$ cat config.mk
export PLATFORM = sky130hd
export DESIGN_NAME = slst_ctrl
export DESIGN_NICKNAME = d
export VERILOG_FILES = /design/src/hdl/slst_pkg.sv /design/src/hdl/slst_ctrl.sv
export SDC_FILE = /design/constraint.sdc
export NUM_CORES = 1
export LEC_CHECK = 0
export ABC_CLOCK_PERIOD_IN_PS = 1900
export BUFFER_PORTS_ARGS = -buffer_cell sky130_fd_sc_hd__clkbuf_2
export CAP_MARGIN = 25
export CORE_AREA = 2 2 39 41
export CTS_CLUSTER_DIAMETER = 100
export CTS_CLUSTER_SIZE = 12
export DETAILED_ROUTE_END_ITERATION = 10
export DIE_AREA = 0 0 41 43
export GPL_TIMING_DRIVEN = 0
export SYNTH_ARGS = -nofsm -noshare
export SYNTH_HDL_FRONTEND = slang
export SYNTH_SLANG_ARGS = --single-unit
$ cat constraint.sdc
create_clock -name i_clk -period 1.9 [get_ports i_clk]
set_input_delay 0.38 -clock i_clk [delete_from_list [all_inputs] [get_ports i_clk]]
set_output_delay 0.38 -clock i_clk [all_outputs]
set_load 0.01 [all_outputs]
$ cat src/hdl/slst_pkg.sv
// shared types and constants of the sample level to speaker tone block
// no dependencies

package slst_pkg;

    localparam int SMP_W   = 16;
    localparam int THR_W   = 16;
    localparam int BASE_W  = 16;
    localparam int SHIFT_W = 4;
    localparam int CLK_W   = 24;
    localparam int LVL_W   = 16;
    localparam int FRQ_W   = 17;
    localparam int DIV_W   = 16;
    localparam int DATA_W  = 32;
    localparam int IDX_W   = 2;
    localparam int ADDR_W  = IDX_W + 2;

    localparam logic [THR_W-1:0]   THR_RST   = THR_W'(64);
    localparam logic [BASE_W-1:0]  BASE_RST  = BASE_W'(220);
    localparam logic [SHIFT_W-1:0] SHIFT_RST = SHIFT_W'(5);
    localparam logic [CLK_W-1:0]   CLK_RST   = CLK_W'(1193182);

    localparam logic [IDX_W-1:0] REG_THR   = 2'd0;
    localparam logic [IDX_W-1:0] REG_BASE  = 2'd1;
    localparam logic [IDX_W-1:0] REG_SHIFT = 2'd2;
    localparam logic [IDX_W-1:0] REG_CLK   = 2'd3;

    typedef enum logic [1:0] {
        ST_ACC,
        ST_LVL,
        ST_FRQ,
        ST_EMIT
    } t_state;

    typedef struct packed {
        logic [THR_W-1:0]   thr;
        logic [BASE_W-1:0]  base;
        logic [SHIFT_W-1:0] shift;
        logic [CLK_W-1:0]   clk;
    } t_cfg;

    typedef struct packed {
        logic in_ready;
        logic start_lvl;
        logic start_frq;
        logic set_off;
        logic set_on;
        logic emit;
    } t_cmd;

    typedef struct packed {
        logic fire_last;
        logic batch_void;
        logic div_done;
        logic lvl_quiet;
        logic out_free;
    } t_sts;

endpackage

$ cat src/hdl/slst_ctrl.sv
// controller: sequences accumulation, the two divisions and result hand-off
// depends on slst_pkg

module slst_ctrl (
    input  logic           i_clk,
    input  logic           i_rst_n,
    input  slst_pkg::t_sts i_sts,
    output slst_pkg::t_cmd o_cmd
);
    import slst_pkg::*;

    t_state r_state;
    t_state n_state;

    always_ff @(posedge i_clk) begin
        if (!i_rst_n) begin
            r_state <= ST_ACC;
        end else begin
            r_state <= n_state;
        end
    end

    always_comb begin
        n_state = r_state;
        unique case (r_state)
            ST_ACC: begin
                if (i_sts.fire_last) begin
                    n_state = i_sts.batch_void ? ST_EMIT : ST_LVL;
                end
            end
            ST_LVL: begin
                if (i_sts.div_done) begin
                    n_state = i_sts.lvl_quiet ? ST_EMIT : ST_FRQ;
                end
            end
            ST_FRQ: begin
                if (i_sts.div_done) begin
                    n_state = ST_EMIT;
                end
            end
            ST_EMIT: begin
                if (i_sts.out_free) begin
                    n_state = ST_ACC;
                end
            end
            default: n_state = ST_ACC;
        endcase
    end

    always_comb begin
        o_cmd = '0;
        unique case (r_state)
            ST_ACC: begin
                o_cmd.in_ready  = 1'b1;
                o_cmd.set_off   = i_sts.fire_last && i_sts.batch_void;
                o_cmd.start_lvl = i_sts.fire_last && !i_sts.batch_void;
            end
            ST_LVL: begin
                o_cmd.set_off   = i_sts.div_done && i_sts.lvl_quiet;
                o_cmd.start_frq = i_sts.div_done && !i_sts.lvl_quiet;
            end
            ST_FRQ: begin
                o_cmd.set_on = i_sts.div_done;
            end
            ST_EMIT: begin
                o_cmd.emit = i_sts.out_free;
            end
            default: o_cmd = '0;
        endcase
    end

    a_done_in_div: assert property (@(posedge i_clk) disable iff (!i_rst_n)
        i_sts.div_done |-> (r_state == ST_LVL || r_state == ST_FRQ))
        else $error("divider finished outside a division state");

    a_emit_then_acc: assert property (@(posedge i_clk) disable iff (!i_rst_n)
        o_cmd.emit |=> r_state == ST_ACC)
        else $error("result hand-off did not return to accumulation");

    a_start_leaves_acc: assert property (@(posedge i_clk) disable iff (!i_rst_n)
        o_cmd.start_lvl |=> r_state == ST_LVL && !o_cmd.in_ready)
        else $error("level division started without holding input");

endmodule

==> results of run 1 <==
[critical path: stages, from the launching register on]
cell,delay (ns)
dfxtp_1,0.33
inv_1,0.15
ha_1,0.24
nand3_1,0.10
a21oi_1,0.14
clkbuf_2,0.14
[cells by family after synthesis]
logic type | share of synthesized area [%]
AO/OA/AOI/OAI | 17.6
adder cells (fa/ha/maj) | 29.3
buffers and inverters | 4.39
flip-flops | 15.6
multiplexers | 4.39
AND/OR/NAND/NOR | 28.8
[cells in the mapped netlist, drive strengths merged]
cell type  count
a2111oi        1
a211oi         1
a21oi          2
and2           2
and3b          1
dfxtp          2
ha             6
inv            3
mux2           1
nand2          2
nand3          2
nor2           2
nor2b          2
nor4           1
o21ba          1
o32ai          1
or3            1
[routing by layer]
metal  vias to the layer above  part of all wire [%]
li1                        139                     -
met1                       102                    51
met2                         8                    42
met3                         0                   7.4
met4                         0                     0
met5                         -                     0
[cell type report]
type	count	share of cell area, %
clock buffers	3	6.27
inverters	3	3.14
multi-input cells	26	57.1
flip-flops and latches	2	11.1
well taps	16	5.57
repair buffers	12	16.7
[stage by stage]
stage               utilization [%]  std cells
floorplan                         -         31
global placement               24.3         59
detailed placement             24.3         59
CTS                            25.9         62
global route                   25.9         62
finish                         25.9         62
[worst max-delay path by stage]
stage	startpoint	endpoint	slack (ns)
after floorplan	r_state[0]	r_state[0]	0.40
after global placement	r_state[0]	r_state[0]	0.27
after detailed placement	r_state[0]	r_state[0]	0.25
after CTS	r_state[1]	o_cmd[2]	0.16
after global routing	r_state[1]	o_cmd[2]	0.07
final	r_state[1]	o_cmd[2]	0.19
[power groups by stage]
stage / clock [W] / sequential (W) / combinational, W
after global placement: 0 / 0.0000870 / 0.000297
after CTS: 0.000104 / 0.0000857 / 0.000297
after floorplan: 0 / 0.0000809 / 0.000223
after detailed placement: 0 / 0.0000862 / 0.000295
final: 0.0000954 / 0.0000858 / 0.000292
after global routing: 0.000106 / 0.0000893 / 0.000340
==> impl_metrics.sql, run 1 <==
INSERT INTO impl_metrics (metric_group, metric, value, unit) VALUES
('outcome', 'status', 'completed', ''),
('routing', 'initialDrtViolationCount', '3', ''),
('setup_path', 'regToRegStartpoint', 'r_state[0]', ''),
('place', 'detailedPlacementHpwl', '405', 'um'),
('clock_network', 'clock_sink_count', '2', ''),
('power', 'combinationalPowerShare', '61.7', '%'),
('floorplanning', 'row_count', '14', ''),
('clock_network', 'cts_post_setup_buffers_inserted', '0', ''),
('setup_path', 'minimum_setup_slack_among_reg_to_reg_paths', '0.26', 'ns'),
('global_route', 'global_route_wire_length_before_repair', '821', 'um'),
('sta', 'worst_slew_pin_slew', '0.414', 'ns'),
('final_layout', 'fin_nets', '61', ''),
('synth', 'synth-seq-cells', '2', ''),
('setup_path', 'reg2regPathDepth', '5', ''),
('min_path', 'holdPathEnd', 'r_state[1]', ''),
('global_route', 'grt_max_degree', '6', ''),
('sta', 'worst_hold_slack', '0.409', 'ns'),
('final_layout', 'largest_registers', 'r_state (2)', ''),
('final_layout', 'antenna_cells', '0', ''),
('sta', 'fin_ws', '0.190', 'ns'),
('clock_network', 'cts_tree', 'yes', ''),
('setup_path', 'worst-endpoint-required', '1.52', 'ns'),
('setup_path', 'r2r-end', 'r_state[0]', ''),
('clock_network', 'cts_buffer_depth', '2', ''),
('min_path', 'worst_hold_stages', '3', ''),
('power', 'power.internal', '0.000271', 'W'),
('floorplanning', 'die_height', '43', 'um'),
('synth', 'synth.net_count', '44', ''),
('global_route', 'grt_util_met2', '9.06', '%'),
('synth', 'ys_seq_area_share', '15.6', '%'),
('place', 'detailed_place.area', '337', 'um2'),
('power', 'finalPower', '0.000474', 'W'),
('global_route', 'antenna_found_initial', '0', ''),
('place', 'finalWeightedCongestion', '0.607', ''),
('synth', 'post_synth_main_area_contributors', 'ha_1 (29%), dfxtp_1 (16%), nor2b_1 (4.9%), inv_1 (4.4%), mux2_2 (4.4%)', ''),
('min_path', 'holdCritPathClass', 'in2reg', ''),
('final_layout', 'final_common_cell', 'clkbuf_2', ''),
('sta', 'hold_viol_final', '0', ''),
('final_layout', 'fin_area', '359', 'um2'),
('final_layout', 'seqCellArea', '40.0', 'um2'),
('clock_network', 'cts-buffers-inserted', '3', ''),
('routing', 'route.detailed.wl_per_inst', '8.10', 'um'),
('place', 'place_worst_setup_slack', '0.254', 'ns'),
('setup_path', 'crit_path_start_kind', 'flop', ''),
('clock_network', 'clk_root_buffer_cell', 'clkbuf_4', ''),
('routing', 'detail_route.vias_per_cell', '4.02', ''),
('synth', 'post_synth_num_cell_types', '18', ''),
('clock_network', 'cts_hold_buffers', '0', ''),
('global_route', 'grt_busiest_layer', 'met2', ''),
('sta', 'final.min_clock_period', '1.71', 'ns'),
('final_layout', 'largest_register_ff_count', '2', ''),
('power', 'vdd_ir_drop_max', '0.464', 'mV'),
('floorplanning', 'chipWidth', '41', 'um'),
('routing', 'detailroute.via_count', '249', ''),
('sta', 'timing.slew.headroom', '71.7', '%'),
('routing', 'routed_wirelength', '502', 'um'),
('setup_path', 'endpoint_kind', 'primary output', ''),
('final_layout', 'fillers', '157', ''),
('setup_path', 'cp_arrival', '1.33', 'ns'),
('clock_network', 'post_cts_resized', '0', ''),
('clock_network', 'ctsHtreeMaxLevel', '1', ''),
('job', 'cap_violations', '0', ''),
('synth', 'syn_inst', '31', ''),
('sta', 'clock-skew-final', '0.00439', 'ns'),
('routing', 'firstDrtPassIters', '2', ''),
('routing', 'drc', '0', ''),
('final_layout', 'layout_cells_sized_above_1', '39.1', '%'),
('floorplanning', 'start_util', '18.5', '%'),
('global_route', 'grt_usage', '7.01', '%'),
('synth', 'synth_warn', '0', ''),
('power', 'swShare', '42.7', '%');
Power figures use the tool's default switching activity.
==> run 2, diff against run 1 <==
--- a/config.mk
+++ b/config.mk
@@ -13,6 +13,7 @@
 export CTS_CLUSTER_SIZE = 12
 export DETAILED_ROUTE_END_ITERATION = 10
 export DIE_AREA = 0 0 41 43
+export GPL_ROUTABILITY_DRIVEN = 1
 export GPL_TIMING_DRIVEN = 0
 export SYNTH_ARGS = -nofsm -noshare
 export SYNTH_HDL_FRONTEND = slang
==> constraint.sdc (replaced) <==
create_clock -name i_clk -period 1.9 [get_ports i_clk]
set_input_delay 0.38 -clock i_clk [delete_from_list [all_inputs] [get_ports i_clk]]
set_output_delay 0.38 -clock i_clk [all_outputs]
set_load 0.1 [all_outputs]
==> run 2 against run 1 <==
Against the previous run:
- via count is 3.2% higher
- cell count stayed put
- non-clock buffer count stayed put
- core utilization is 2.8 points higher
- global-route usage is 0.49 points higher
- die area stayed put
==> impl_metrics.sql, run 2 (synthesis gave the netlist of run 1 again) <==
INSERT INTO impl_metrics (metric_group, metric, value, unit) VALUES
('outcome', 'status', 'completed', ''),
('global_route', 'grt_usage', '7.51', '%'),
('floorplanning', 'die_height', '43', 'um'),
('final_layout', 'syn2layout_area_growth', '55.1', '%'),
('clock_network', 'cts_post_setup_buffers_inserted', '0', ''),
('final_layout', 'fillers', '163', ''),
('final_layout', 'largest_registers', 'r_state (2)', ''),
('global_route', 'first_global_vias', '219', ''),
('final_layout', 'post-route-util', '28.8', '%'),
('global_route', 'grt_remaining_overflow', '0', ''),
('setup_path', 'crit_fanout', '5', ''),
('clock_network', 'cts_tree', 'yes', ''),
('clock_network', 'ctsHtreeMaxLevel', '1', ''),
('setup_path', 'crit_path_start_kind', 'flop', ''),
('min_path', 'holdPathEnd', 'r_state[1]', ''),
('setup_path', 'regToRegStartpoint', 'r_state[0]', ''),
('setup_path', 'r2r-end', 'r_state[0]', ''),
('setup_path', 'reg2regPathDepth', '5', ''),
('routing', 'routed_wirelength', '534', 'um'),
('floorplanning', 'row_count', '14', ''),
('setup_path', 'endpoint_kind', 'primary output', ''),
('routing', 'initialDrtViolationCount', '8', ''),
('global_route', 'global_route_wire_length_before_repair', '841', 'um'),
('clock_network', 'clock_sink_count', '2', ''),
('final_layout', 'largest_register_ff_count', '2', ''),
('sta', 'timing.slew.headroom', '64.2', '%'),
('sta', 'setup_repair_after_global_routing_missed_its_margin', 'false', ''),
('global_route', 'grt_max_degree', '6', ''),
('global_route', 'antenna_found_initial', '0', ''),
('sta', 'final_report_setup_violation_count', '0', ''),
('routing', 'firstDrtPassIters', '3', ''),
('floorplanning', 'start_util', '18.5', '%'),
('floorplanning', 'chipWidth', '41', 'um'),
('routing', 'drc', '0', ''),
('routing', 'antenna_violating_nets_post_route', '0', ''),
('final_layout', 'layout_cells_sized_above_1', '50.0', '%'),
('final_layout', 'fin_area', '398', 'um2'),
('clock_network', 'cts-buffers-inserted', '3', ''),
('routing', 'detail_route.vias_per_cell', '4.15', ''),
('place', 'numPlacedInstances', '59', ''),
('final_layout', 'final_common_cell', 'clkbuf_2', ''),
('setup_path', 'cp_arrival', '1.40', 'ns'),
('floorplanning', 'design.portCount', '13', ''),
('setup_path', 'worst-endpoint-required', '1.52', 'ns'),
('floorplanning', 'dieArea', '1760', 'um2'),
('place', 'detailed_place.area', '353', 'um2'),
('routing', 'route.detailed.wl_per_inst', '8.61', 'um'),
('sta', 'worst_slew_pin_slew', '0.539', 'ns'),
('min_path', 'hold_start', 'i_rst_n', ''),
('setup_path', 'minimum_setup_slack_among_reg_to_reg_paths', '0.27', 'ns'),
('clock_network', 'cts_hold_buffers', '0', ''),
('sta', 'hold_viol_final', '0', ''),
('job', 'cap_violations', '0', ''),
('setup_path', 'timing.setup.critical_path_class', 'reg2out', ''),
('sta', 'report.final.slew_viol_count', '0', ''),
('sta', 'post-route-period-util', '93.5', '%'),
('place', 'finalWeightedCongestion', '0.622', ''),
('floorplanning', 'core_footprint', '1380', 'um2'),
('final_layout', 'most_frequent_cells_in_the_layout', 'clkbuf_2 (8), clkbuf_4 (6), ha_1 (5)', ''),
('clock_network', 'clk_root_buffer_cell', 'clkbuf_4', ''),
('sta', 'clock-skew-final', '0.000222', 'ns'),
('sta', 'fmax', '563', 'MHz'),
('final_layout', 'finalNonFillerCells', '62', ''),
('routing', 'detailroute.via_count', '257', ''),
('final_layout', 'antenna_cells', '0', ''),
('min_path', 'holdCritPathClass', 'in2reg', ''),
('sta', 'final.min_clock_period', '1.78', 'ns'),
('final_layout', 'fin_nets', '61', ''),
('clock_network', 'clkSlewWorstSetupHoldPaths', '0.03', 'ns'),
('final_layout', 'registers.top_by_ff_count', 'r_state', ''),
('place', 'port_buffers', '12', ''),
('min_path', 'worst_hold_stages', '3', ''),
('clock_network', 'cts_buffer_depth', '2', ''),
('clock_network', 'clock_latency', '0.22', 'ns');
run 2: changes by cell type in the layout (fill, tap and decap cells not counted):
cell      before  now
nor2_2         0    1
inv_1          3    1
buf_12         0    1
nor2_1         2    1
clkbuf_2      12    8
a21oi_1        2    1
clkbuf_4       3    6
a21oi_4        0    1
inv_2          0    2
ha_1           6    5
ha_2           0    1
run 2: worst max-delay path, cell delays in order, from the launching register on:
cell and delay (ns):
dfxtp_1 0.35, inv_2 0.10, ha_2 0.21, nand3_1 0.13, a21oi_4 0.19, buf_12 0.19
run 2: repair_timing:
action                     4_1_cts  5_1_grt
pin swaps                        0        0
gates resized for setup          4        6
setup endpoints to repair        3        2
run 2: metal layers:
metal / part of all wire [%] / up-vias / wire length [um] / track usage, %
li1: - / 141 / - / -
met1: 46 / 109 / 244 / 8.60
met2: 49 / 7 / 261 / 9.38
met3: 5.4 / 0 / 29 / 4.71
met4: 0 / 0 / 0 / 6.00
met5: 0 / - / 0 / 0
run 2: how the worst max path moves through the flow:
stage	startpoint	to	slack [ns]
global placement	r_state[1]	o_cmd[2]	0.06
global route	r_state[0]	o_cmd[1]	0.04
CTS	r_state[1]	o_cmd[3]	0.004
detailed placement	r_state[1]	o_cmd[2]	0.07
finish	r_state[0]	o_cmd[2]	0.12
floorplan	r_state[1]	o_cmd[2]	-0.29
run 2: layout make-up:
type / instances / area, um2 / share of cell area (%)
Tap cell: 16 / 20.0 / 5.03
Sequential cell: 2 / 40.0 / 10.1
Timing Repair Buffer: 12 / 82.6 / 20.8
Clock buffer: 3 / 22.5 / 5.66
Multi-Input combinational cell: 26 / 221 / 55.7
Inverter: 3 / 11.3 / 2.83
run 2: metrics by stage:
stage | hold slack [ns] | TNS (ns) | setup WS (ns)
2_1_floorplan | 0.499 | -0.294 | -0.294
3_3_place_gp | 0.536 | 0 | 0.0552
3_5_place_dp | 0.542 | 0 | 0.0718
4_1_cts | 0.400 | 0 | 0.00439
5_1_grt | 0.421 | 0 | 0.0423
6_report | 0.414 | 0 | 0.124
Power of run 2 is not shown: default switching activity piles up to over one toggle a cycle in this logic, so the estimate is an artifact.
==> run 3, diff against run 2 <==
--- a/config.mk
+++ b/config.mk
@@ -5,7 +5,7 @@
 export SDC_FILE = /design/constraint.sdc
 export NUM_CORES = 1
 export LEC_CHECK = 0
-export ABC_CLOCK_PERIOD_IN_PS = 1900
+export ABC_CLOCK_PERIOD_IN_PS = 1800
 export BUFFER_PORTS_ARGS = -buffer_cell sky130_fd_sc_hd__clkbuf_2
 export CAP_MARGIN = 25
 export CORE_AREA = 2 2 39 41
==> constraint.sdc (replaced) <==
create_clock -name i_clk -period 1.8 [get_ports i_clk]
set_input_delay 0.36 -clock i_clk [delete_from_list [all_inputs] [get_ports i_clk]]
set_output_delay 0.36 -clock i_clk [all_outputs]
set_load 0.1 [all_outputs]
==> run 3 against run 2 <==
Against the previous run:
- routed wire length is 2.4% higher
- global-route usage is 0.41 points higher
- register-to-register slack worse by 0.04 ns
- hold slack worse by 0.041 ns
- critical path depth stayed put
- non-clock buffer count stayed put
- sequential cell count stayed put
- largest cell class unchanged
- highest routed layer unchanged
==> impl_metrics.sql, run 3 (synthesis gave the netlist of run 1 again) <==
INSERT INTO impl_metrics (metric_group, metric, value, unit) VALUES
('outcome', 'status', 'completed', ''),
('clock_network', 'clock_latency', '0.23', 'ns'),
('routing', 'detailroute.via_count', '258', ''),
('clock_network', 'clock_sink_count', '2', ''),
('setup_path', 'r2r-end', 'r_state[1]', ''),
('global_route', 'global_route_wire_length_before_repair', '897', 'um'),
('setup_path', 'crit_path_start_kind', 'flop', ''),
('setup_path', 'worst-endpoint-required', '1.44', 'ns'),
('sta', 'worst_slew_pin_slew', '0.538', 'ns'),
('global_route', 'first_global_vias', '231', ''),
('routing', 'detail_route.vias_per_cell', '4.16', ''),
('clock_network', 'cts-buffers-inserted', '3', ''),
('sta', 'final_report_setup_violation_count', '0', ''),
('setup_path', 'endpoint_kind', 'primary output', ''),
('setup_path', 'reg2regPathDepth', '5', ''),
('floorplanning', 'start_util', '18.5', '%'),
('global_route', 'antenna_found_initial', '0', ''),
('global_route', 'grt_remaining_overflow', '0', ''),
('global_route', 'grt_max_degree', '6', ''),
('sta', 'worst_hold_slack', '0.374', 'ns'),
('routing', 'antenna_violating_nets_post_route', '0', ''),
('final_layout', 'finalNonFillerCells', '62', ''),
('sta', 'clock-skew-final', '0.00436', 'ns'),
('floorplanning', 'chipWidth', '41', 'um'),
('place', 'detailed_place.area', '373', 'um2'),
('global_route', 'grt_usage', '7.92', '%'),
('place', 'port_buffers', '12', ''),
('final_layout', 'antenna_cells', '0', ''),
('sta', 'setup_repair_after_global_routing_missed_its_margin', 'false', ''),
('routing', 'route.detailed.wl_per_inst', '8.82', 'um'),
('place', 'finalWeightedCongestion', '0.639', ''),
('routing', 'routed_wirelength', '547', 'um'),
('final_layout', 'most_frequent_cells_in_the_layout', 'clkbuf_2 (8), clkbuf_4 (6), ha_1 (5)', ''),
('clock_network', 'ctsHtreeMaxLevel', '1', ''),
('final_layout', 'syn2layout_area_growth', '61.0', '%'),
('final_layout', 'fin_nets', '61', ''),
('routing', 'initialDrtViolationCount', '0', ''),
('clock_network', 'cts_tree', 'yes', ''),
('sta', 'timing.slew.headroom', '64.3', '%'),
('final_layout', 'final_common_cell', 'clkbuf_2', ''),
('clock_network', 'clkSlewWorstSetupHoldPaths', '0.03', 'ns'),
('floorplanning', 'design.portCount', '13', ''),
('final_layout', 'layout_cells_sized_above_1', '56.5', '%'),
('clock_network', 'clk_root_buffer_cell', 'clkbuf_4', ''),
('floorplanning', 'dieArea', '1760', 'um2'),
('sta', 'hold_viol_final', '0', ''),
('routing', 'firstDrtPassIters', '1', ''),
('sta', 'final.min_clock_period', '1.72', 'ns'),
('routing', 'drc', '0', ''),
('sta', 'report.final.slew_viol_count', '0', ''),
('setup_path', 'timing.setup.critical_path_class', 'reg2out', ''),
('sta', 'post-route-period-util', '95.6', '%'),
('final_layout', 'largest_register_ff_count', '2', ''),
('job', 'cap_violations', '0', ''),
('min_path', 'worst_hold_stages', '3', ''),
('setup_path', 'setup.worst_path.start', 'r_state[1]', ''),
('min_path', 'holdCritPathClass', 'in2reg', ''),
('clock_network', 'cts_buffer_depth', '2', ''),
('setup_path', 'crit_fanout', '5', ''),
('sta', 'fmax', '581', 'MHz'),
('setup_path', 'endpoint', 'o_cmd[2]', ''),
('place', 'numPlacedInstances', '59', ''),
('floorplanning', 'die_height', '43', 'um'),
('setup_path', 'cp_arrival', '1.36', 'ns'),
('floorplanning', 'row_count', '14', ''),
('final_layout', 'largest_registers', 'r_state (2)', ''),
('setup_path', 'regToRegStartpoint', 'r_state[0]', ''),
('place', 'detailedPlacementHpwl', '465', 'um'),
('final_layout', 'registers.top_by_ff_count', 'r_state', ''),
('setup_path', 'minimum_setup_slack_among_reg_to_reg_paths', '0.23', 'ns'),
('floorplanning', 'core_footprint', '1380', 'um2'),
('sta', 'setup_total_negative_slack', '0', 'ns'),
('final_layout', 'fin_area', '413', 'um2');
-- run 3: metrics by stage --
stage                     setup WS, ns  util [%]
after global routing           0.00629      29.8
final                           0.0789      29.8
after detailed placement        0.0812      26.9
after global placement          0.0949      26.9
after floorplan                -0.0366         -
after CTS                       0.0350      29.7
-- run 3: how the worst min path moves through the flow --
| stage | startpoint | to | slack [ns] |
|---|---|---|---|
| 6_report | i_rst_n | r_state[1] | 0.37 |
| 5_1_grt | i_rst_n | r_state[1] | 0.37 |
| 4_1_cts | i_rst_n | r_state[1] | 0.36 |
| 3_5_place_dp | r_state[0] | r_state[0] | 0.51 |
| 3_3_place_gp | r_state[0] | r_state[0] | 0.51 |
| 2_1_floorplan | r_state[0] | r_state[0] | 0.48 |
-- run 3: area by class of cell --
type | count | area [um2]
multi-input combinational | 26 | 236
timing repair buffer | 12 | 77.6
inverter | 3 | 13.8
fill | 146 | 971
clock buffer | 3 | 22.5
sequential | 2 | 42.5
tap | 16 | 20.0
-- run 3: routing by layer --
layer	share of wire (%)	GRT usage, %
met1	44	8.63
met2	50	10.6
met3	4.9	4.71
met4	0	6.00
met5	0	0
-- run 3: critical path: stages (launching register included) --
cell	delay [ns]
dfxtp_2	0.34
inv_4	0.09
ha_1	0.18
nand3_1	0.14
a21oi_4	0.18
buf_8	0.21
-- run 3: timing repair --
action	4_1_cts	5_1_grt
gates cloned	0	0
endpoints found under the setup margin	4	1
gates resized for setup	5	1
hold buffers	0	0
buffers inserted	0	0
Power of run 3 is left out for the same reason.
