**config.mk**
```make
export PLATFORM = sky130hd
export DESIGN_NAME = slst_dp
export DESIGN_NICKNAME = d
export VERILOG_FILES = /design/src/hdl/slst_pkg.sv /design/src/hdl/slst_div.sv /design/src/hdl/slst_dp.sv
export SDC_FILE = /design/constraint.sdc
export NUM_CORES = 1
export LEC_CHECK = 0
export BUFFER_PORTS_ARGS = -buffer_cell sky130_fd_sc_hd__buf_4
export CORE_UTILIZATION = 60
export DETAILED_ROUTE_END_ITERATION = 10
export PLACE_DENSITY = 0.78
export SLEW_MARGIN = 20
export SYNTH_ARGS = -nofsm -noshare
export SYNTH_HDL_FRONTEND = slang
export SYNTH_SLANG_ARGS = --single-unit
```
**constraint.sdc**
```tcl
create_clock -name i_clk -period 5.2 [get_ports i_clk]
set_clock_uncertainty 0.05 [all_clocks]
set_input_delay 0.52 -clock i_clk [delete_from_list [all_inputs] [get_ports i_clk]]
set_output_delay 0.52 -clock i_clk [all_outputs]
set_load 0.1 [all_outputs]
```
**src/hdl/slst_pkg.sv**
```systemverilog
// shared types and constants of the sample level to speaker tone block
// no dependencies

package slst_pkg;

    localparam int SMP_W   = 16;
    localparam int THR_W   = 16;
    localparam int BASE_W  = 16;
    localparam int SHIFT_W = 4;
    localparam int CLK_W   = 24;
    localparam int LVL_W   = 16;
    localparam int FRQ_W   = 17;
    localparam int DIV_W   = 16;
    localparam int DATA_W  = 32;
    localparam int IDX_W   = 2;
    localparam int ADDR_W  = IDX_W + 2;

    localparam logic [THR_W-1:0]   THR_RST   = THR_W'(64);
    localparam logic [BASE_W-1:0]  BASE_RST  = BASE_W'(220);
    localparam logic [SHIFT_W-1:0] SHIFT_RST = SHIFT_W'(5);
    localparam logic [CLK_W-1:0]   CLK_RST   = CLK_W'(1193182);

    localparam logic [IDX_W-1:0] REG_THR   = 2'd0;
    localparam logic [IDX_W-1:0] REG_BASE  = 2'd1;
    localparam logic [IDX_W-1:0] REG_SHIFT = 2'd2;
    localparam logic [IDX_W-1:0] REG_CLK   = 2'd3;

    typedef enum logic [1:0] {
        ST_ACC,
        ST_LVL,
        ST_FRQ,
        ST_EMIT
    } t_state;

    typedef struct packed {
        logic [THR_W-1:0]   thr;
        logic [BASE_W-1:0]  base;
        logic [SHIFT_W-1:0] shift;
        logic [CLK_W-1:0]   clk;
    } t_cfg;

    typedef struct packed {
        logic in_ready;
        logic start_lvl;
        logic start_frq;
        logic set_off;
        logic set_on;
        logic emit;
    } t_cmd;

    typedef struct packed {
        logic fire_last;
        logic batch_void;
        logic div_done;
        logic lvl_quiet;
        logic out_free;
    } t_sts;

endpackage

```
**src/hdl/slst_div.sv**
```systemverilog
// iterative restoring divider, one quotient bit per cycle
// no dependencies, no slst_pkg types used

module slst_div #(
    parameter int DVD_W = 25,
    parameter int DVS_W = 17
) (
    input  logic             i_clk,
    input  logic             i_rst_n,
    input  logic             i_start,
    input  logic [DVD_W-1:0] i_dividend,
    input  logic [DVS_W-1:0] i_divisor,
    output logic             o_done,
    output logic [DVD_W-1:0] o_quotient
);
    localparam int CW = $clog2(DVD_W + 1);

    logic [DVD_W-1:0] r_quo;
    logic [DVS_W-1:0] r_rem;
    logic [DVS_W-1:0] r_dvs;
    logic [CW-1:0]    r_cnt;
    logic             r_busy;
    logic             r_done;
    logic [DVS_W:0]   w_shift;
    logic [DVS_W:0]   w_diff;
    logic             w_ge;

    assign w_shift = {r_rem, r_quo[DVD_W-1]};
    assign w_diff  = w_shift - {1'b0, r_dvs};
    assign w_ge    = !w_diff[DVS_W];

    always_ff @(posedge i_clk) begin
        if (!i_rst_n) begin
            r_busy <= 1'b0;
            r_done <= 1'b0;
            r_cnt  <= '0;
        end else begin
            r_done <= r_busy && (r_cnt == CW'(1));
            if (i_start) begin
                r_busy <= 1'b1;
                r_cnt  <= CW'(DVD_W);
            end else if (r_busy) begin
                r_cnt <= r_cnt - CW'(1);
                if (r_cnt == CW'(1)) begin
                    r_busy <= 1'b0;
                end
            end
        end
    end

    always_ff @(posedge i_clk) begin
        if (i_start) begin
            r_quo <= i_dividend;
            r_rem <= '0;
            r_dvs <= i_divisor;
        end else if (r_busy) begin
            r_quo <= {r_quo[DVD_W-2:0], w_ge};
            r_rem <= w_ge ? w_diff[DVS_W-1:0] : w_shift[DVS_W-1:0];
        end
    end

    assign o_done     = r_done;
    assign o_quotient = r_quo;

endmodule

```
**src/hdl/slst_dp.sv**
```systemverilog
// datapath: level accumulators, shared divider, result staging and output register
// depends on slst_pkg and slst_div

module slst_dp #(
    parameter int MAX_BATCH = 512
) (
    input  logic                        i_clk,
    input  logic                        i_rst_n,
    input  slst_pkg::t_cfg              i_cfg,
    input  slst_pkg::t_cmd              i_cmd,
    output slst_pkg::t_sts              o_sts,
    input  logic                        i_valid,
    input  logic signed [slst_pkg::SMP_W-1:0] i_sample,
    input  logic                        i_last,
    input  logic                        i_empty,
    input  logic                        i_out_ready,
    output logic                        o_out_valid,
    output logic                        o_speaker_on,
    output logic [slst_pkg::DIV_W-1:0]  o_divisor
);
    import slst_pkg::*;

    localparam int CNT_W = $clog2(MAX_BATCH + 1);
    localparam int SUM_W = 15 + CNT_W;
    localparam int DVD_W = (SUM_W > CLK_W) ? SUM_W : CLK_W;
    localparam int DVS_W = (CNT_W > FRQ_W) ? CNT_W : FRQ_W;

    logic [SUM_W-1:0] r_sum;
    logic [CNT_W-1:0] r_cnt;
    logic [SUM_W-1:0] n_sum;
    logic [CNT_W-1:0] n_cnt;
    logic [SMP_W-1:0] w_mag;
    logic             w_add;
    logic             w_fire;

    logic             w_div_start;
    logic [DVD_W-1:0] w_dvd;
    logic [DVS_W-1:0] w_dvs;
    logic             w_div_done;
    logic [DVD_W-1:0] w_quo;
    logic [LVL_W-1:0] w_lvl;
    logic [FRQ_W-1:0] w_frq;
    logic [DIV_W-1:0] w_clamp;

    logic             r_pend_on;
    logic [DIV_W-1:0] r_pend_div;
    logic             r_out_valid;
    logic             r_out_on;
    logic [DIV_W-1:0] r_out_div;

    assign w_fire = i_valid && i_cmd.in_ready;
    assign w_mag  = i_sample[SMP_W-1] ? SMP_W'(~i_sample + 1'b1) : SMP_W'(i_sample);
    assign w_add  = !i_empty && (r_cnt < CNT_W'(MAX_BATCH));
    assign n_sum  = w_add ? r_sum + SUM_W'(w_mag) : r_sum;
    assign n_cnt  = w_add ? r_cnt + CNT_W'(1) : r_cnt;

    always_ff @(posedge i_clk) begin
        if (!i_rst_n) begin
            r_sum <= '0;
            r_cnt <= '0;
        end else if (w_fire) begin
            if (i_last) begin
                r_sum <= '0;
                r_cnt <= '0;
            end else begin
                r_sum <= n_sum;
                r_cnt <= n_cnt;
            end
        end
    end

    // level = sum / count, then freq for the timer division
    assign w_lvl = w_quo[LVL_W-1:0];
    assign w_frq = {1'b0, i_cfg.base} + FRQ_W'(w_lvl >> i_cfg.shift);

    assign w_div_start = i_cmd.start_lvl || i_cmd.start_frq;
    assign w_dvd = i_cmd.start_lvl ? DVD_W'(n_sum) : DVD_W'(i_cfg.clk);
    assign w_dvs = i_cmd.start_lvl ? DVS_W'(n_cnt) : DVS_W'(w_frq);

    slst_div #(
        .DVD_W (DVD_W),
        .DVS_W (DVS_W)
    ) u_div (
        .i_clk      (i_clk),
        .i_rst_n    (i_rst_n),
        .i_start    (w_div_start),
        .i_dividend (w_dvd),
        .i_divisor  (w_dvs),
        .o_done     (w_div_done),
        .o_quotient (w_quo)
    );

    always_comb begin
        if (|w_quo[DVD_W-1:DIV_W]) begin
            w_clamp = {DIV_W{1'b1}};
        end else if (w_quo[DIV_W-1:0] == '0) begin
            w_clamp = DIV_W'(1);
        end else begin
            w_clamp = w_quo[DIV_W-1:0];
        end
    end

    always_ff @(posedge i_clk) begin
        if (i_cmd.set_off) begin
            r_pend_on  <= 1'b0;
            r_pend_div <= '0;
        end else if (i_cmd.set_on) begin
            r_pend_on  <= 1'b1;
            r_pend_div <= w_clamp;
        end
    end

    always_ff @(posedge i_clk) begin
        if (!i_rst_n) begin
            r_out_valid <= 1'b0;
        end else if (i_cmd.emit) begin
            r_out_valid <= 1'b1;
        end else if (i_out_ready) begin
            r_out_valid <= 1'b0;
        end
    end

    always_ff @(posedge i_clk) begin
        if (i_cmd.emit) begin
            r_out_on  <= r_pend_on;
            r_out_div <= r_pend_div;
        end
    end

    assign o_sts.fire_last  = w_fire && i_last;
    assign o_sts.batch_void = i_empty || (n_cnt == '0);
    assign o_sts.div_done   = w_div_done;
    assign o_sts.lvl_quiet  = (w_lvl < i_cfg.thr) || (w_frq == '0);
    assign o_sts.out_free   = !r_out_valid || i_out_ready;

    assign o_out_valid  = r_out_valid;
    assign o_speaker_on = r_out_on;
    assign o_divisor    = r_out_div;

    a_cnt_bound: assert property (@(posedge i_clk) disable iff (!i_rst_n)
        r_cnt <= CNT_W'(MAX_BATCH))
        else $error("sample count above batch limit");

    a_on_nonzero: assert property (@(posedge i_clk) disable iff (!i_rst_n)
        i_cmd.set_on |=> r_pend_div != '0)
        else $error("speaker on with zero divisor");

    a_off_zero: assert property (@(posedge i_clk) disable iff (!i_rst_n)
        $past(i_cmd.emit) && !r_out_on |-> r_out_div == '0)
        else $error("speaker off with nonzero divisor");

endmodule

```
==> impl_metrics.json, run 1 <==
{
  "outcome": "completed",
  "peakVddDrop_uv": 227,
  "final_util_pct": 73.4,
  "async_flop_share_pct": 0,
  "synth_flop_cell": "dfxtp_1",
  "period_needed_ps": 4920,
  "cts_tree": "built",
  "yosys_warnings": 0,
  "critPathKind": "reg -> out",
  "synthToLayoutAreaGrowth_pct": 17.5,
  "die_area_um2": 16600,
  "synth-seq-cells": 136,
  "synth_top_area_cell": "edfxtp_1",
  "startpoint": "u_div.o_quotient[2]",
  "seq_area_um2": 3310,
  "hold_viol": 0,
  "finalCritPeriodShare_pct": 94.6,
  "worst_setup_path_end_kind": "output pin",
  "cpMaxStageDelayCell": "mux4_2",
  "worst_pin_slew_ps": 1020,
  "num_antenna_cells": 0,
  "multi_input_area_um2": 5920,
  "vias_per_cell": 6.02,
  "place_congestion": 0.909,
  "timing.slew.headroom_pct": 31.8,
  "fillers": 1242,
  "vias": 8627,
  "core_um2": 15400,
  "ant_nets": 0,
  "layout_common_cells": "nor2_1 (129), buf_4 (122), a21oi_1 (94), dfxtp_1 (77), nand2_1 (75)",
  "drt_wl_total_um": 23100,
  "grt_pass1_wl_um": 37400,
  "drv_cap": 0,
  "cts_max_level": 4,
  "fp-row-count": 45,
  "cts_root_buf": "clkbuf_16",
  "crit_buf_inv": 1,
  "path_max_fanout": 5,
  "syn_avg_cell_area_um2": 8.59,
  "synth-edff-count": 59,
  "cts.sinks": 136,
  "post_synth_instance_area_um2": 9640,
  "synth_area_leaders": "edfxtp_1 (18%), dfxtp_1 (16%), ha_1 (9.1%), nor2_1 (5.1%), a21oi_1 (4.9%)",
  "crit_family": "compound AO/OA/AOI/OAI gates",
  "antenna_found_initial": 0,
  "wire_per_inst_um": 16.1,
  "clock_latency_ps": 420,
  "rsz0062_at_grt": "false",
  "min_from": "i_rst_n",
  "port_buffers": 110,
  "grt_pass1_vias": 7793,
  "hpwl_um": 16600,
  "fin_tns_setup_ps": 0,
  "chipWidth_um": 129,
  "syn_nets": 1283,
  "synth_seq_area_share_pct": 34.4,
  "cts_made_buffers": 17,
  "critical_path.max_stage_delay_ps": 490,
  "ys_types": 76,
  "min_path_type": "in -> reg",
  "drtIter0Drc": 635,
  "first_pass_iters": 5,
  "clockBufferDepth": 2,
  "final_nets": 1370,
  "power_density_nw_per_um2": 315,
  "p_leak_uw": 0.00487,
  "reg2reg_from": "u_div.o_quotient[2]",
  "path_clk_slew_ps": 60,
  "fmax_mhz": 203,
  "setup-violations-final": 0,
  "synth_top_area_share_pct": 18.4,
  "crit_chain": "mux4_2 > and2_1 > a211oi_1 > a21oi_1 > ha_1 > fa_1 > a211o_1 > a21oi_2 > o31ai_1 > o21ai_0 > nand2b_1 > xnor2_1 > nand4_1 > o31ai_4 > buf_6",
  "final_common_cell": "nor2_1",
  "whs_ps": 283,
  "cp-start-kind": "register",
  "final_layout_size_suffix_gt1_share_pct": 14.6,
  "ios": 111,
  "required_ps": 4630,
  "grtUsageTotal_pct": 28.7,
  "drc": 0,
  "die-height_um": 129,
  "crit_arrival_ps": 4350,
  "cts_hold_buf": 0,
  "start_util_pct": 62.5,
  "grt_max_degree": 75,
  "gr-total-overflow": 0,
  "maxSlewViolCount": 0,
  "synth_cells": 1122
}
[synthesized netlist by cell type (3+ instances only)]
cell type,number
a211o_1,5
a211oi_1,38
a21o_1,19
a21oi_1,95
a22oi_1,11
a31oi_1,16
and2_1,9
and3_1,8
buf_1,5
clkbuf_1,47
dfxtp_1,77
edfxtp_1,59
fa_1,3
ha_1,70
inv_1,53
mux2i_1,45
mux4_2,3
nand2_1,75
nand2b_1,9
nand3_1,18
nand3b_1,4
nand4_1,14
nor2_1,130
nor2b_1,28
nor3_1,38
nor4_1,8
o211ai_1,3
o21a_1,14
o21ai_0,53
o22ai_1,5
o31a_1,3
o31ai_1,9
o41ai_1,3
or2_2,3
or3_1,16
or4_1,4
xnor2_1,43
xor2_1,28
[through the flow]
stage                     cells  cell area [um^2]  setup WS, ps  total power [uW]
after floorplan            1122              9650           112              1910
after global placement     1395             10600           416              2110
after detailed placement   1395             10600           339              2130
after CTS                  1427             11300           122              3550
after global routing       1433             11300          11.6              3710
final                      1433             11300           283              3560
[per-layer routing]
layer / vias to the layer above / GRT usage (%) / part of all wire [%]
met4: 0 / 9.97 / 2.1
met5: - / 0 / 0
li1: 4282 / - / -
met1: 4011 / 37.8 / 45
met3: 37 / 4.53 / 6.2
met2: 297 / 47.9 / 47
[registers in the layout (all words and copies together), names as in the netlist]
register,count
r_sum,25
u_div.o_quotient,25
u_div.r_dvs,17
u_div.r_rem,17
o_divisor,16
r_pend_div,16
r_cnt,10
u_div.r_cnt,5
o_out_valid,1
o_speaker_on,1
r_pend_on,1
u_div.o_done,1
u_div.r_busy,1
[final timing paths]
path	slack (ps)	cells past startpoint	endpoint
worst max register to register	1370	14	u_div.r_dvs[16]
worst min register to register	380	0	o_speaker_on
worst max-delay path	280	15	o_sts[1]
worst min-delay path	280	2	u_div.r_busy
[kinds of logic after synthesis]
kind of cell	synth area share [%]
XOR/XNOR	6.45
buffers and inverters	4.44
multiplexers	5.65
adder cells (fa/ha/maj)	9.71
flip-flops	34.4
AND/OR/NAND/NOR	18.3
AO/OA/AOI/OAI	21.1
[area by class of cell]
class	count	share of cell area, %
Sequential cell	136	29.3
Timing Repair Buffer	123	8.19
Tap cell	211	2.33
Clock inverter	15	2.42
Multi-Input combinational cell	877	52.2
Clock buffer	17	3.76
Inverter	54	1.79
[timing repair]
item | 4_1_cts | 5_1_grt
buffers inserted | 0 | 6
resized for setup | 0 | 2
endpoints found under the setup margin | 0 | 1
[where the power goes]
part / leakage (uW) / total, uW / internal, uW / switching (uW)
combinational: 0.00329 / 869 / 354 / 515
clock: 0.000334 / 1430 / 951 / 480
sequential: 0.00125 / 1260 / 1200 / 61.6
total: 0.00487 / 3560 / 2510 / 1060
Note: power is estimated with default switching activity, not from simulation.
==> run 2, diff against run 1 <==
--- a/config.mk
+++ b/config.mk
@@ -5,6 +5,7 @@
 export SDC_FILE = /design/constraint.sdc
 export NUM_CORES = 1
 export LEC_CHECK = 0
+export ABC_CLOCK_PERIOD_IN_PS = 5200
 export BUFFER_PORTS_ARGS = -buffer_cell sky130_fd_sc_hd__buf_4
 export CORE_UTILIZATION = 60
 export DETAILED_ROUTE_END_ITERATION = 10
==> constraint.sdc (replaced) <==
create_clock -name i_clk -period 5.2 [get_ports i_clk]
set_clock_uncertainty 0.05 [all_clocks]
set_input_delay 0.52 -clock i_clk [delete_from_list [all_inputs] [get_ports i_clk]]
set_output_delay 0.52 -clock i_clk [all_outputs]
set_load 0.05 [all_outputs]
==> impl_metrics.json, run 2 (synthesis gave the netlist of run 1 again) <==
{
  "outcome": "completed",
  "crit_family": "compound AO/OA/AOI/OAI gates",
  "port_buffers": 110,
  "worst_setup_path_end_kind": "output pin",
  "die-height_um": 129,
  "peakVddDrop_uv": 219,
  "cts_made_buffers": 17,
  "cts_hold_buf": 0,
  "timing.slew.headroom_pct": 33.0,
  "fp-row-count": 45,
  "top_usage_layer": "met2",
  "fmax_mhz": 205,
  "setup-violations-final": 0,
  "drtIter0Drc": 598,
  "synthToLayoutAreaGrowth_pct": 16.2,
  "fillers": 1233,
  "worst-r2r-setup-slack_ps": 1380,
  "path_clk_slew_ps": 60,
  "dp_slack_ps": 410,
  "critical_path.max_stage_delay_ps": 490,
  "drt_wl_total_um": 23400,
  "final_common_cell": "nor2_1",
  "cts.sinks": 136,
  "grt_pass1_vias": 7798,
  "worst_pin_slew_ps": 1000,
  "hpwl_um": 17000,
  "ant_nets": 0,
  "crit_buf_inv": 2,
  "final_layout_size_suffix_gt1_share_pct": 14.5,
  "wire_per_inst_um": 16.4,
  "die_area_um2": 16600,
  "rsz0062_at_grt": "false",
  "required_ps": 4630,
  "hold_viol": 0,
  "ios": 111,
  "grtUsageMet1_pct": 37.3,
  "cpMaxStageDelayCell": "edfxtp_1",
  "grtUsageTotal_pct": 29.2,
  "cts_root_buf": "clkbuf_16",
  "critPathKind": "reg -> out",
  "gr-total-overflow": 0,
  "p_leak_uw": 0.00481,
  "clockBufferDepth": 2,
  "cp-start-kind": "register",
  "first_pass_iters": 7,
  "finalCritPeriodShare_pct": 93.8,
  "chipWidth_um": 129,
  "vias": 8562,
  "final_nets": 1368,
  "min_path_type": "in -> reg",
  "clock_latency_ps": 420,
  "core_um2": 15400,
  "grt_max_degree": 75,
  "period_needed_ps": 4880,
  "crit_arrival_ps": 4310,
  "grt_pass1_wl_um": 37600,
  "grt_use_met3_pct": 5.61,
  "setup_slack_ps": 324,
  "layout_common_cells": "nor2_1 (129), buf_4 (121), a21oi_1 (94), dfxtp_1 (77), nand2_1 (75)",
  "path_max_fanout": 7,
  "crit_chain": "buf_4 > mux4_2 > and2_1 > a211oi_1 > a21oi_1 > ha_1 > o21ai_0 > nor4_1 > nor2_1 > a21oi_1 > a311oi_1 > xor2_1 > nand4_1 > o31ai_2 > buf_4",
  "antenna_found_initial": 0,
  "drc": 0,
  "cts_tree": "built",
  "num_antenna_cells": 0,
  "fin_tns_setup_ps": 0,
  "place_congestion": 0.901,
  "vias_per_cell": 5.98,
  "cts_max_level": 4,
  "maxSlewViolCount": 0,
  "start_util_pct": 62.5,
  "grt_use_met2_pct": 49.3,
  "drv_cap": 0,
  "power_density_nw_per_um2": 296
}
-- run 2: area by class of cell --
class	instances	area, um^2	share of cell area [%]
repair buffers	121	908	8.11
multi-input cells	877	5910	52.7
well taps	211	264	2.36
inverters	54	203	1.81
clock buffers	17	425	3.80
flip-flops and latches	136	3310	29.6
clock inverters	15	179	1.60
-- run 2: metrics by stage --
stage	hold WS (ps)	utilization (%)	cell area, um^2	instances	power [uW]
finish	281	72.6	11200	1431	3320
global route	276	72.6	11200	1431	3480
CTS	268	72.4	11200	1428	3320
detailed placement	364	68.5	10600	1396	2080
global placement	364	68.5	10600	1396	2070
floorplan	359	-	9640	1122	1860
-- run 2: repair_timing --
| action | in CTS | in global routing |
|---|---|---|
| resized for setup | 0 | 1 |
| setup buffers | 0 | 3 |
| endpoints found under the setup margin | 0 | 1 |
-- run 2: metal layers --
| metal | vias to the layer above | routed length [um] |
|---|---|---|
| li1 | 4273 | - |
| met1 | 3983 | 10600 |
| met2 | 269 | 11100 |
| met3 | 37 | 1340 |
| met4 | 0 | 468 |
| met5 | - | 0 |
-- run 2: final timing paths --
path	to	from	cells after the start
hold reg to reg	o_divisor[13]	r_pend_div[13]	0
hold / removal	u_div.r_busy	i_rst_n	2
setup / recovery	o_sts[1]	u_div.o_quotient[3]	15
setup reg to reg	u_div.r_dvs[16]	u_div.o_quotient[3]	14
-- run 2: report_power, final --
group | switching (uW) | internal, uW | total [uW]
Combinational | 469 | 351 | 820
Clock | 484 | 754 | 1240
Sequential | 61.5 | 1200 | 1260
==> run 3, diff against run 2 <==
--- a/config.mk
+++ b/config.mk
@@ -5,7 +5,7 @@
 export SDC_FILE = /design/constraint.sdc
 export NUM_CORES = 1
 export LEC_CHECK = 0
-export ABC_CLOCK_PERIOD_IN_PS = 5200
+export ABC_CLOCK_PERIOD_IN_PS = 4930
 export BUFFER_PORTS_ARGS = -buffer_cell sky130_fd_sc_hd__buf_4
 export CORE_UTILIZATION = 60
 export DETAILED_ROUTE_END_ITERATION = 10
==> constraint.sdc (replaced) <==
create_clock -name i_clk -period 4.93 [get_ports i_clk]
set_clock_uncertainty 0.05 [all_clocks]
set_input_delay 0.493 -clock i_clk [delete_from_list [all_inputs] [get_ports i_clk]]
set_output_delay 0.493 -clock i_clk [all_outputs]
set_load 0.05 [all_outputs]
==> impl_metrics.json, run 3 (synthesis gave the netlist of run 1 again) <==
{
  "outcome": "completed",
  "drc": 0,
  "cp-start-kind": "register",
  "cpMaxStageDelayCell": "mux4_2",
  "cts_root_buf": "clkbuf_16",
  "grt_pass1_wl_um": 38700,
  "maxSlewViolCount": 0,
  "port_buffers": 110,
  "worst_setup_path_end_kind": "output pin",
  "cts.sinks": 136,
  "critical_path.max_stage_delay_ps": 480,
  "die_area_um2": 16600,
  "dp_cells": 1395,
  "cts_tree": "built",
  "required_ps": 4390,
  "final_util_pct": 73.2,
  "final_nets": 1373,
  "worst-r2r-setup-slack_ps": 1160,
  "hold_viol": 0,
  "period_needed_ps": 4710,
  "setup-violations-final": 0,
  "cts_made_buffers": 17,
  "crit_chain": "mux4_2 > and2_1 > a211oi_1 > a21oi_1 > ha_1 > fa_2 > a211o_1 > a21oi_2 > o31ai_1 > o21ai_1 > nand2b_1 > xnor2_1 > nand4_1 > o31ai_4 > buf_6",
  "drt_wl_total_um": 23600,
  "cts_max_level": 4,
  "start_util_pct": 62.5,
  "chipWidth_um": 129,
  "drtIter0Drc": 655,
  "critPathKind": "reg -> out",
  "final_cells": 1436,
  "die-height_um": 129,
  "min_path_type": "in -> reg",
  "synthToLayoutAreaGrowth_pct": 17.1,
  "cts_hold_buf": 0,
  "total_power_uw": 3560,
  "fmax_mhz": 212,
  "place_congestion": 0.913,
  "ios": 111,
  "whs_endpoint": "u_div.r_busy",
  "num_antenna_cells": 0,
  "wire_per_inst_um": 16.5,
  "grt_pass1_vias": 8150,
  "timing.slew.headroom_pct": 35.5,
  "finalCritPeriodShare_pct": 95.5,
  "fp-row-count": 45,
  "holdPathStages": 2,
  "whs_ps": 261,
  "antenna_found_initial": 0,
  "first_pass_iters": 6,
  "crit_buf_inv": 1,
  "clockBufferDepth": 2,
  "crit_arrival_ps": 4160,
  "final_layout_size_suffix_gt1_share_pct": 15.2,
  "hpwl_um": 17000,
  "gr-total-overflow": 0,
  "crit_family": "compound AO/OA/AOI/OAI gates",
  "worst_pin_slew_ps": 965,
  "path_max_fanout": 4,
  "power_density_nw_per_um2": 315,
  "ant_nets": 0,
  "min_from": "i_rst_n",
  "path_clk_slew_ps": 60,
  "grt_max_degree": 75,
  "grtUsageTotal_pct": 29.7,
  "core_um2": 15400,
  "layout_common_cells": "nor2_1 (129), buf_4 (125), a21oi_1 (93), dfxtp_1 (77), nand2_1 (75)",
  "drv_cap": 0,
  "vias_per_cell": 6.01,
  "worstReg2RegEnd": "u_div.r_dvs[16]",
  "reg2reg_depth": 14,
  "p_leak_uw": 0.00486,
  "fin_tns_setup_ps": 0,
  "reg2reg_from": "u_div.o_quotient[3]",
  "final_common_cell": "nor2_1",
  "rsz0062_at_grt": "false",
  "vias": 8624,
  "peakVddDrop_uv": 248,
  "clock_latency_ps": 420
}
==> run 3: power breakdown <==
group,switching [uW],internal (uW)
clock,485,853
sequential,63.2,1270
combinational,510,381
==> run 3: final cells by class <==
cell class              count  area [um^2]
fillers                  1267         4140
repair buffers            126          950
clock buffers              18          439
flip-flops and latches    136         3310
multi-input cells         877         5940
inverters                  54          203
well taps                 211          264
clock inverters            14          180
==> run 3: worst max-delay path by stage <==
| stage | start | end | slack [ps] | depth (start not counted) |
|---|---|---|---|---|
| after floorplan | i_cfg[25] | o_sts[1] | 120 | 16 |
| after global placement | i_cfg[24] | o_sts[1] | 330 | 16 |
| after detailed placement | i_cfg[25] | o_sts[1] | 230 | 16 |
| after CTS | u_div.o_quotient[1] | o_sts[1] | 30 | 15 |
| after global routing | u_div.o_quotient[2] | o_sts[1] | 30 | 16 |
| final | u_div.o_quotient[3] | o_sts[1] | 220 | 15 |
==> run 3: routing by layer <==
| metal | GRT usage [%] | wire (um) | part of all wire, % | vias to the layer above |
|---|---|---|---|---|
| met5 | 0 | 0 | 0 | - |
| met3 | 5.11 | 1430 | 6.0 | 32 |
| li1 | - | - | - | 4273 |
| met4 | 9.34 | 431 | 1.8 | 0 |
| met1 | 39.1 | 10600 | 45 | 4023 |
| met2 | 49.8 | 11200 | 47 | 296 |
==> run 3: what timing repair did <==
item | 4_1_cts | 5_1_grt
gates resized for setup | 0 | 11
pin swaps | 0 | 3
buffers inserted | 4 | 5
setup endpoints to repair | 1 | 1
cloned | 0 | 0
==> run 3: through the flow <==
step	setup slack, ps	cell area [um^2]
floorplan	123	9650
global route	26.3	11300
detailed placement	226	10600
global placement	329	10600
CTS	29.0	11200
finish	223	11300
